### src/assert_macros.svh
// Assertion macros shared by the RTL.
`ifndef ASSERT_MACROS_SVH
`define ASSERT_MACROS_SVH
// Implication checked every clock, reset disables.
`define ASSERT_IMPL(lbl, clk, rst, a, c) \
  lbl: assert property (@(posedge clk) disable iff (rst) (a) |-> (c)) else $error("lbl");
// Next-cycle implication.
`define ASSERT_NEXT(lbl, clk, rst, a, c) \
  lbl: assert property (@(posedge clk) disable iff (rst) (a) |=> (c)) else $error("lbl");
`endif

### src/mtsp_pkg.sv
// ----------------------------------------------------------------------------
// mtsp_pkg
// Constants and types shared by the touch point unit.
// ----------------------------------------------------------------------------
`default_nettype none
package mtsp_pkg;
  localparam int SLOTS = 10;
  localparam int SLOT_W = $clog2(SLOTS);
  localparam int FRACTION_BITS = 16;
  localparam int NORM_W = FRACTION_BITS + 1;
  localparam int QUO_W = FRACTION_BITS + 1;

  localparam logic [4:0] EV_SYN = 5'd0;
  localparam logic [4:0] EV_KEY = 5'd1;
  localparam logic [4:0] EV_ABS = 5'd3;
  localparam logic [9:0] ABS_X = 10'h000;
  localparam logic [9:0] ABS_Y = 10'h001;
  localparam logic [9:0] CODE_SLOT_SEL = 10'h02f;
  localparam logic [9:0] CODE_MT_X = 10'h035;
  localparam logic [9:0] CODE_MT_Y = 10'h036;
  localparam logic [9:0] CODE_TRACK_ID = 10'h039;
  localparam logic [9:0] CODE_TOUCH_BTN = 10'h14a;
  localparam logic [9:0] CODE_VOL_DOWN = 10'd114;
  localparam logic [9:0] CODE_VOL_UP = 10'd115;

  localparam logic [2:0] REG_MIN_X = 3'd0;
  localparam logic [2:0] REG_MAX_X = 3'd1;
  localparam logic [2:0] REG_MIN_Y = 3'd2;
  localparam logic [2:0] REG_MAX_Y = 3'd3;
  localparam logic [2:0] REG_SCR_W = 3'd4;
  localparam logic [2:0] REG_SCR_H = 3'd5;
  localparam logic [2:0] REG_MAP = 3'd6;
  localparam logic [2:0] REG_MT = 3'd7;

  typedef struct packed {
    logic start;
    logic [32:0] num;
    logic [32:0] den;
  } div_req_t;

  typedef struct packed {
    logic done;
    logic [QUO_W-1:0] quo;
  } div_rsp_t;
endpackage
`default_nettype wire

### src/mtsp_div.sv
// ----------------------------------------------------------------------------
// mtsp_div
// Shared restoring divider: floor(num * 2^FRACTION_BITS / den), num < den.
// ----------------------------------------------------------------------------
`default_nettype none
module mtsp_div import mtsp_pkg::*; (
  input  wire logic clk,
  input  wire logic rst,
  input  wire div_req_t req,
  output div_rsp_t rsp
);
  localparam int CNT_W = $clog2(QUO_W + 1);
  logic [33:0] rem;
  logic [32:0] den;
  logic [QUO_W-1:0] quo;
  logic [CNT_W-1:0] cnt;
  logic busy;
  logic done;
  logic [33:0] sh;
  logic [33:0] diff;

  always_comb begin
    sh = {rem[32:0], 1'b0};
    diff = sh - {1'b0, den};
  end

  always_ff @(posedge clk) begin
    if (rst) begin
      busy <= 1'b0;
      done <= 1'b0;
      cnt <= '0;
    end else begin
      done <= !req.start && busy && (cnt == CNT_W'(1));
      if (req.start) begin
        busy <= 1'b1;
        rem <= {1'b0, req.num};
        den <= req.den;
        quo <= '0;
        cnt <= CNT_W'(FRACTION_BITS);
      end else if (busy) begin
        if (!diff[33]) begin
          rem <= diff;
          quo <= {quo[QUO_W-2:0], 1'b1};
        end else begin
          rem <= sh;
          quo <= {quo[QUO_W-2:0], 1'b0};
        end
        if (cnt == '0) busy <= 1'b0;
        else cnt <= cnt - CNT_W'(1);
      end
    end
  end
  assign rsp.done = done;
  assign rsp.quo = quo;
endmodule
`default_nettype wire

### src/multitouch_event_to_screen_point_unit.sv
// ----------------------------------------------------------------------------
// multitouch_event_to_screen_point_unit
// Tracks finger slots from input events and reports a screen point on sync.
// ----------------------------------------------------------------------------
// Use: input events enter on s_axis (tdata = type, code, value). Axis and key
// events update state in the cycle after the beat, and the block takes no new
// event until that update is done; they give no result. A sync event (type 0,
// code 0) starts a report: a scan over SLOTS slots one per cycle, up to two
// normalizing divides on one shared divider, and two scaling multiplies on one
// shared multiplier. m_axis_tvalid rises when the report is done; a coordinate
// that clamps skips its divide, and no divide or multiply runs when no finger
// is down or a panel range is not positive. s_axis_tready is low while an
// event is in work and while the result waits; a stalled receiver holds the
// block. Configuration writes (cfg_we, cfg_index, cfg_data) must go in only
// while idle; the block itself does not enforce this. Reset clears all finger
// state, the report state and the volume keys and loads the register
// defaults; it is synchronous.
`default_nettype none
`include "assert_macros.svh"
module multitouch_event_to_screen_point_unit import mtsp_pkg::*; (
  input  wire logic clk,
  input  wire logic rst,
  input  wire logic s_axis_tvalid,
  output logic s_axis_tready,
  input  wire logic [47:0] s_axis_tdata,  // event_type, event_code, event_value, pad
  output logic m_axis_tvalid,
  input  wire logic m_axis_tready,
  output logic [87:0] m_axis_tdata,  // touch_down, screen_x, screen_y, norm_x,
                                     // norm_y, changed, exit_chord, pad
  input  wire logic cfg_we,
  input  wire logic [2:0] cfg_index,
  input  wire logic [31:0] cfg_data
);
  localparam logic [3:0] ST_IDLE = 4'd0;
  localparam logic [3:0] ST_EXEC = 4'd1;
  localparam logic [3:0] ST_SCAN = 4'd2;
  localparam logic [3:0] ST_PICK = 4'd3;
  localparam logic [3:0] ST_DIVX = 4'd4;
  localparam logic [3:0] ST_WX = 4'd5;
  localparam logic [3:0] ST_DIVY = 4'd6;
  localparam logic [3:0] ST_WY = 4'd7;
  localparam logic [3:0] ST_MAP = 4'd8;
  localparam logic [3:0] ST_MULX = 4'd9;
  localparam logic [3:0] ST_MULY = 4'd10;
  localparam logic [3:0] ST_DONE = 4'd11;
  localparam logic [3:0] ST_OUT = 4'd12;
  localparam logic [NORM_W-1:0] ONE = NORM_W'(1) << FRACTION_BITS;

  logic [3:0] state;
  logic signed [31:0] min_x, max_x, min_y, max_y;
  logic [15:0] scr_w, scr_h;
  logic [4:0] map_mode;
  logic mt_mode;

  logic [SLOTS-1:0] fdown;
  logic [31:0] forder [SLOTS];
  logic signed [31:0] fx [SLOTS];
  logic signed [31:0] fy [SLOTS];
  logic [31:0] press_cnt;
  logic [SLOT_W-1:0] cur_slot;
  logic vol_up, vol_dn;

  logic rep_down;
  logic [23:0] rep_x, rep_y;
  logic [NORM_W-1:0] rep_nx, rep_ny;
  logic chg;

  logic [4:0] ev_type;
  logic [9:0] ev_code;
  logic signed [31:0] ev_val;

  logic [SLOT_W-1:0] idx;
  logic found;
  logic [SLOT_W-1:0] best;
  logic [31:0] best_order;
  logic signed [31:0] raw_x, raw_y;
  logic [NORM_W-1:0] nx, ny, mx, my;
  logic [23:0] sx;
  logic [32:0] mul_q;

  div_req_t dreq;
  div_rsp_t drsp;

  mtsp_div u_div (.clk(clk), .rst(rst), .req(dreq), .rsp(drsp));

  logic signed [32:0] rng_x, rng_y, dx, dy;
  assign rng_x = 33'(max_x) - 33'(min_x);
  assign rng_y = 33'(max_y) - 33'(min_y);
  assign dx = 33'(raw_x) - 33'(min_x);
  assign dy = 33'(raw_y) - 33'(min_y);

  logic [SLOT_W-1:0] eslot;
  logic signed [31:0] slot_clamp;
  always_comb begin
    eslot = mt_mode ? cur_slot : '0;
    if (ev_val < 0) slot_clamp = 0;
    else if (ev_val >= SLOTS) slot_clamp = SLOTS - 1;
    else slot_clamp = ev_val;
  end

  // shared multiplier
  logic [NORM_W-1:0] mul_a;
  logic [15:0] mul_b;
  logic [NORM_W+15:0] mul_p;
  always_comb begin
    mul_a = (state == ST_MULX) ? mx : my;
    mul_b = (state == ST_MULX) ? scr_w : scr_h;
    if (mul_b == '0) mul_b = 16'd1;
    mul_p = {16'd0, mul_a} * {{NORM_W{1'b0}}, mul_b};
  end

  always_comb begin
    dreq.start = 1'b0;
    dreq.num = '0;
    dreq.den = '0;
    if (state == ST_DIVX) begin
      dreq.start = (dx > 0) && (dx < rng_x);
      dreq.num = dx;
      dreq.den = rng_x;
    end else if (state == ST_DIVY) begin
      dreq.start = (dy > 0) && (dy < rng_y);
      dreq.num = dy;
      dreq.den = rng_y;
    end
  end

  logic [NORM_W-1:0] ax, ay, bx, by;
  always_comb begin
    ax = map_mode[0] ? ny : nx;
    ay = map_mode[0] ? nx : ny;
    if (map_mode[1]) ax = ONE - ax;
    if (map_mode[2]) ay = ONE - ay;
    unique case (map_mode[4:3])
      2'd1: begin bx = ay; by = ONE - ax; end
      2'd2: begin bx = ONE - ax; by = ONE - ay; end
      2'd3: begin bx = ONE - ay; by = ax; end
      default: begin bx = ax; by = ay; end
    endcase
  end

  assign s_axis_tready = (state == ST_IDLE);
  assign m_axis_tvalid = (state == ST_OUT);
  assign m_axis_tdata = {3'b000, vol_up & vol_dn, chg, rep_ny, rep_nx, rep_y, rep_x,
                         rep_down};

  always_ff @(posedge clk) begin
    if (rst) begin
      min_x <= '0; max_x <= '0; min_y <= '0; max_y <= '0;
      scr_w <= 16'd1; scr_h <= 16'd1; map_mode <= '0; mt_mode <= 1'b1;
    end else if (cfg_we) begin
      unique case (cfg_index)
        REG_MIN_X: min_x <= cfg_data;
        REG_MAX_X: max_x <= cfg_data;
        REG_MIN_Y: min_y <= cfg_data;
        REG_MAX_Y: max_y <= cfg_data;
        REG_SCR_W: scr_w <= cfg_data[15:0];
        REG_SCR_H: scr_h <= cfg_data[15:0];
        REG_MAP: map_mode <= cfg_data[4:0];
        REG_MT: mt_mode <= cfg_data[0];
        default: ;
      endcase
    end
  end

  always_ff @(posedge clk) begin
    if (rst) begin
      state <= ST_IDLE;
      fdown <= '0;
      for (int i = 0; i < SLOTS; i++) begin
        forder[i] <= '0; fx[i] <= '0; fy[i] <= '0;
      end
      press_cnt <= '0; cur_slot <= '0; vol_up <= 1'b0; vol_dn <= 1'b0;
      rep_down <= 1'b0; rep_x <= '0; rep_y <= '0; rep_nx <= '0; rep_ny <= '0;
      chg <= 1'b0;
    end else begin
      unique case (state)
        ST_IDLE: if (s_axis_tvalid) begin
          ev_type <= s_axis_tdata[4:0];
          ev_code <= s_axis_tdata[14:5];
          ev_val <= s_axis_tdata[46:15];
          state <= ST_EXEC;
        end
        ST_EXEC: begin
          state <= (ev_type == EV_SYN && ev_code == '0) ? ST_SCAN : ST_IDLE;
          if (ev_type == EV_ABS) begin
            if (ev_code == CODE_SLOT_SEL) cur_slot <= SLOT_W'(slot_clamp);
            else if (ev_code == CODE_TRACK_ID) begin
              if (ev_val == -32'sd1) fdown[eslot] <= 1'b0;
              else begin
                fdown[eslot] <= 1'b1;
                forder[eslot] <= press_cnt + 32'd1;
                press_cnt <= press_cnt + 32'd1;
              end
            end else if (ev_code == CODE_MT_X || (!mt_mode && ev_code == ABS_X))
              fx[eslot] <= ev_val;
            else if (ev_code == CODE_MT_Y || (!mt_mode && ev_code == ABS_Y))
              fy[eslot] <= ev_val;
          end else if (ev_type == EV_KEY) begin
            if (ev_code == CODE_TOUCH_BTN && !mt_mode) begin
              fdown[0] <= (ev_val != 0);
              if (ev_val != 0) begin
                forder[0] <= press_cnt + 32'd1;
                press_cnt <= press_cnt + 32'd1;
              end
            end else if (ev_code == CODE_VOL_UP) vol_up <= (ev_val != 0);
            else if (ev_code == CODE_VOL_DOWN) vol_dn <= (ev_val != 0);
          end else if (ev_type == EV_SYN && ev_code == '0) begin
            idx <= '0; found <= 1'b0; best <= '0; best_order <= '0;
          end
        end
        ST_SCAN: begin
          if (fdown[idx] && (!found || forder[idx] > best_order)) begin
            found <= 1'b1; best <= idx; best_order <= forder[idx];
          end
          if (idx == SLOT_W'(SLOTS - 1)) state <= ST_PICK;
          else idx <= idx + SLOT_W'(1);
        end
        ST_PICK: begin
          raw_x <= fx[best]; raw_y <= fy[best];
          if (!found) begin
            chg <= rep_down; rep_down <= 1'b0; state <= ST_OUT;
          end else if (rng_x <= 0 || rng_y <= 0) begin
            chg <= 1'b0; state <= ST_OUT;
          end else state <= ST_DIVX;
        end
        ST_DIVX: begin
          nx <= (dx <= 0) ? '0 : ONE;
          state <= ((dx > 0) && (dx < rng_x)) ? ST_WX : ST_DIVY;
        end
        ST_WX: if (drsp.done) begin nx <= drsp.quo; state <= ST_DIVY; end
        ST_DIVY: begin
          ny <= (dy <= 0) ? '0 : ONE;
          state <= ((dy > 0) && (dy < rng_y)) ? ST_WY : ST_MAP;
        end
        ST_WY: if (drsp.done) begin ny <= drsp.quo; state <= ST_MAP; end
        ST_MAP: begin mx <= bx; my <= by; state <= ST_MULX; end
        ST_MULX: begin
          mul_q <= 33'(mul_p >> (FRACTION_BITS - 8));
          state <= ST_MULY;
        end
        ST_MULY: begin
          sx <= mul_q[23:0];
          mul_q <= 33'(mul_p >> (FRACTION_BITS - 8));
          state <= ST_DONE;
        end
        ST_DONE: begin
          chg <= (sx != rep_x) || (mul_q[23:0] != rep_y) || !rep_down;
          rep_x <= sx; rep_y <= mul_q[23:0]; rep_down <= 1'b1;
          rep_nx <= nx; rep_ny <= ny;
          state <= ST_OUT;
        end
        ST_OUT: if (m_axis_tready) state <= ST_IDLE;
        default: state <= ST_IDLE;
      endcase
    end
  end

  `ASSERT_IMPL(a_ready_idle, clk, rst, s_axis_tready, !m_axis_tvalid)
  `ASSERT_NEXT(a_out_hold, clk, rst, m_axis_tvalid && !m_axis_tready, m_axis_tvalid)
  `ASSERT_IMPL(a_norm_range, clk, rst, m_axis_tvalid, rep_nx <= ONE && rep_ny <= ONE)
endmodule
`default_nettype wire

### config.mk
export PLATFORM = sky130hd
export DESIGN_NAME = multitouch_event_to_screen_point_unit
export DESIGN_NICKNAME = d
export VERILOG_FILES = /design/src/mtsp_pkg.sv /design/src/mtsp_div.sv /design/src/multitouch_event_to_screen_point_unit.sv
export VERILOG_INCLUDE_DIRS = /design/src /design/src/src
export SDC_FILE = /design/constraint.sdc
export NUM_CORES = 2
export LEC_CHECK = 0
export ABC_AREA = 1
export BUFFER_PORTS_ARGS = -buffer_cell sky130_fd_sc_hd__buf_4
export CELL_PAD_IN_SITES_DETAIL_PLACEMENT = 1
export CELL_PAD_IN_SITES_GLOBAL_PLACEMENT = 2
export CORE_ASPECT_RATIO = 2
export CORE_MARGIN = 1.5
export CORE_UTILIZATION = 25
export CTS_CLUSTER_DIAMETER = 30
export DETAILED_ROUTE_END_ITERATION = 8
export PLACE_DENSITY = 0.58
export SLEW_MARGIN = 20
export SYNTH_ARGS = -nofsm -noshare
export SYNTH_HDL_FRONTEND = slang
export SYNTH_SLANG_ARGS = --single-unit
### constraint.sdc
create_clock -name clk -period 6.69 [get_ports clk]
set_clock_uncertainty 0.15 [all_clocks]
set_input_delay 1.0035 -clock clk [delete_from_list [all_inputs] [get_ports clk]]
set_output_delay 1.0035 -clock clk [all_outputs]
set_load 0.02 [all_outputs]
==> results.sh <==
export IMPL_drive_above_1_share_pct=11.59
export IMPL_synth_main_ff_cell="edfxtp_1"
export IMPL_syn_area_um2=117200
export IMPL_crit_family="adder cells"
export IMPL_hold_viol_final=0
export IMPL_worstMarginPinSlew_ns=1.100
export IMPL_synth_yosys_seq_area_share_pct=53.71
export IMPL_slew_headroom_pct=26.20
export IMPL_cap_violations=0
export IMPL_fin_crit_ns=6.468
export IMPL_pin_count=178
export IMPL_grt_pass1_vias=98450
export IMPL_ir_worst_vdd_uv=217.8
export IMPL_async_flop_share_pct=0
export IMPL_ys_warnings_count=0
export IMPL_p_per_area_nw_per_um2=272.7
export IMPL_r2r_start="state[0]"
export IMPL_yosys_area_top_type_share_pct=48.37
export IMPL_synth_most_common_cell="edfxtp_1"
export IMPL_overflow=0
export IMPL_grt_use_total_pct=20.40
export IMPL_die_width_um=487.1
export IMPL_max_stage_delay_ns=0.56
export IMPL_synth_cell_types=59
export IMPL_antenna_found_initial=15
export IMPL_port_buffers=173
export IMPL_route_detailed_drc=0
export IMPL_num_rows=355
export IMPL_ys_ff_latch=2200
export IMPL_ctsHtreeMaxLevel=5
export IMPL_drt_total_wl_um=492500
export IMPL_status="complete, no violations"
export IMPL_postRouteAntennaNets=0
export IMPL_worstHoldStart="s_axis_tdata[12]"
export IMPL_core_area_um2=466800
export IMPL_grt_max_degree=151
export IMPL_setup_violations=0
export IMPL_leakage_uw=0.05637
export IMPL_root_buffer="clkbuf_16"
export IMPL_fin_nets=13560
export IMPL_placed_cell_area_um2=128600
export IMPL_synth_area_leaders="edfxtp_1 48%, nand2_1 5.9%, nor2_1 5.9%, inv_1 5.5%, dfxtp_1 5.3%"
export IMPL_vias=91700
export IMPL_start_kind="register"
export IMPL_crit_slowest_cell="fa_1"
export IMPL_post_drt_wl_per_cell_um=25.28
export IMPL_rsz0062_at_grt="true"
export IMPL_synth_top_area_cell="edfxtp_1"
export IMPL_grt_pass1_wl_um=695000
export IMPL_first_iter_violations=4130
export IMPL_synth_top_cells_by_count="1,887 x edfxtp_1, 1,853 x nand2_1, 1,847 x nor2_1, 1,732 x inv_1, 931 x o21ai_0"
export IMPL_cts_buffer_depth=4
export IMPL_crit_fanout=15
export IMPL_gp_congestion=0.8749
export IMPL_period_share_pct=96.68
export IMPL_clkLatencyLatePin_ns=0.96
export IMPL_firstDrtPassIters=5
export IMPL_path_clk_slew_ns=0.05
export IMPL_via_per_inst=4.708
export IMPL_synth_area_per_cell_um2=9.432
export IMPL_initial_core_util_pct=25.10
export IMPL_p_total_uw=38810
export IMPL_syn_to_final_growth_pct=21.48
export IMPL_fmax_ghz=0.1546
export IMPL_stdcell_area_um2=142300
export IMPL_post_dp_hpwl_um=361800
export IMPL_cp_num_buf_inv=9
export IMPL_cp_data_arrival_time_ns=7.01
export IMPL_dieHeight_um=971.1
export IMPL_synth_edf_count=1887
export IMPL_cp_common_cell="fa_1"
export IMPL_finalMaxSlewViolations=0
export IMPL_cp_startpoint="state[0]"
export IMPL_hold_path_class="in -> reg"
export IMPL_endpoint_kind="register"
export IMPL_dieArea_um2=473000
export IMPL_cts_made_buffers=371
export IMPL_netlist_instances=12420
export IMPL_path_class="reg -> reg"
export IMPL_cp_required_ns=7.23
export IMPL_cts_sinks=2200
export IMPL_cts_tree="done"
-- cells in the final DEF, fill, tap and decap left out, types with 23 or more instances in the layout --
cell type / instances
clkbuf_16: 378
edfxtp_1: 1887
nand3b_1: 25
clkinv_1: 50
fa_1: 210
ha_1: 358
o21ai_2: 23
nor2_2: 31
xor2_1: 136
nand4_1: 103
mux2i_1: 384
o211ai_1: 420
nor2_1: 1807
clkinv_2: 53
nor3_1: 63
nand3_1: 346
clkbuf_1: 32
a21oi_1: 811
bufinv_16: 51
inv_6: 47
nand2_1: 1815
buf_4: 571
clkinv_4: 34
inv_2: 52
clkinvlp_4: 43
o21ai_0: 902
xnor2_1: 64
nor2_4: 27
nor4_1: 35
dfxtp_1: 308
nand2_2: 37
o21ai_1: 40
o22ai_1: 48
buf_12: 49
inv_1: 1712
-- power by group --
part / switching (uW) / leakage, uW / internal, uW
sequential: 94.3 / 0.0209 / 15100
combinational: 2440 / 0.0292 / 1100
clock: 7570 / 0.00630 / 12500
-- metal layers --
metal	up-vias	GRT usage [%]	routed length, um
met5	-	0	45
met4	8	10.22	27620
met3	880	1.721	12110
met2	1582	42.76	288500
met1	46440	19.03	164200
li1	42790	-	-
-- sequential cells by signal (all words and copies together), names as in the netlist, 32 cells and up, named ones only --
register	count
ev_val	32
raw_y	32
fy	512
raw_x	32
best_order	32
press_cnt	32
u_div.rem	33
min_y	32
forder	512
max_x	32
max_y	32
u_div.den	33
fx	512
min_x	32
-- final timing paths --
check | end | slack, ns | depth (start not counted)
setup reg to reg | mul_q[20] | 0.22 | 26
setup / recovery | mul_q[20] | 0.22 | 26
hold reg to reg | scr_h[10] | 0.30 | 2
hold / removal | ev_code[7] | 0.08 | 1
-- logic make-up after synthesis --
group	synth area share, %
AND/OR/NAND/NOR	14.89
AO/OA/AOI/OAI	11.47
buffers and inverters	7.615
flip-flops	53.71
adder cells (fa/ha/maj)	7.493
multiplexers	3.281
XOR/XNOR	1.530
other	0.003201
-- layout make-up --
type,count,area [um2]
Fill cell,53040,324500
Sequential cell,2200,62940
Multi-Input combinational cell,7884,46100
Clock buffer,415,9625
Tap cell,6247,7816
Inverter,1802,6814
Timing Repair Buffer,639,5499
Clock inverter,279,3493
Antenna cell,12,30.03
-- stage by stage --
stage	utilization [%]	hold WS, ns	setup TNS, ns	instances	setup slack, ns
floorplan	-	0.2740	0	12420	0.02920
global placement	27.54	0.2913	-1.408	18760	-0.2800
detailed placement	27.54	0.2972	-1.537	18760	-0.3278
CTS	30.38	0.003552	0	19460	0.001845
global route	30.48	0.05222	-0.06648	19470	-0.03153
finish	30.49	0.07823	0	19480	0.2222
-- worst reg2reg max path, stage by stage, from the launching register on --
cell       delay [ns]
dfxtp_2          0.34
inv_2            0.05
nor2_4           0.14
nand2_4          0.14
clkbuf_16        0.21
o21ai_2          0.14
buf_6            0.15
inv_1            0.07
buf_4            0.17
nor2_2           0.10
fa_1             0.45
fa_1             0.54
inv_1            0.06
fa_1             0.56
fa_1             0.43
fa_1             0.46
fa_1             0.49
inv_1            0.04
ha_1             0.31
buf_4            0.17
a21oi_4          0.14
o21a_1           0.23
o2111ai_2        0.19
buf_4            0.20
nand2_1          0.08
nand3_2          0.07
xor2_1           0.14
-- timing repair --
action                                 in CTS  in global routing
gates cloned                                0                  2
gates resized for setup                    15                100
endpoints found under the hold margin       8                  0
hold buffers                                8                  0
pin swaps                                   0                 20
setup endpoints to repair                   9                 19
setup buffers                               0                  6
Note: power is estimated with default switching activity, not from simulation.
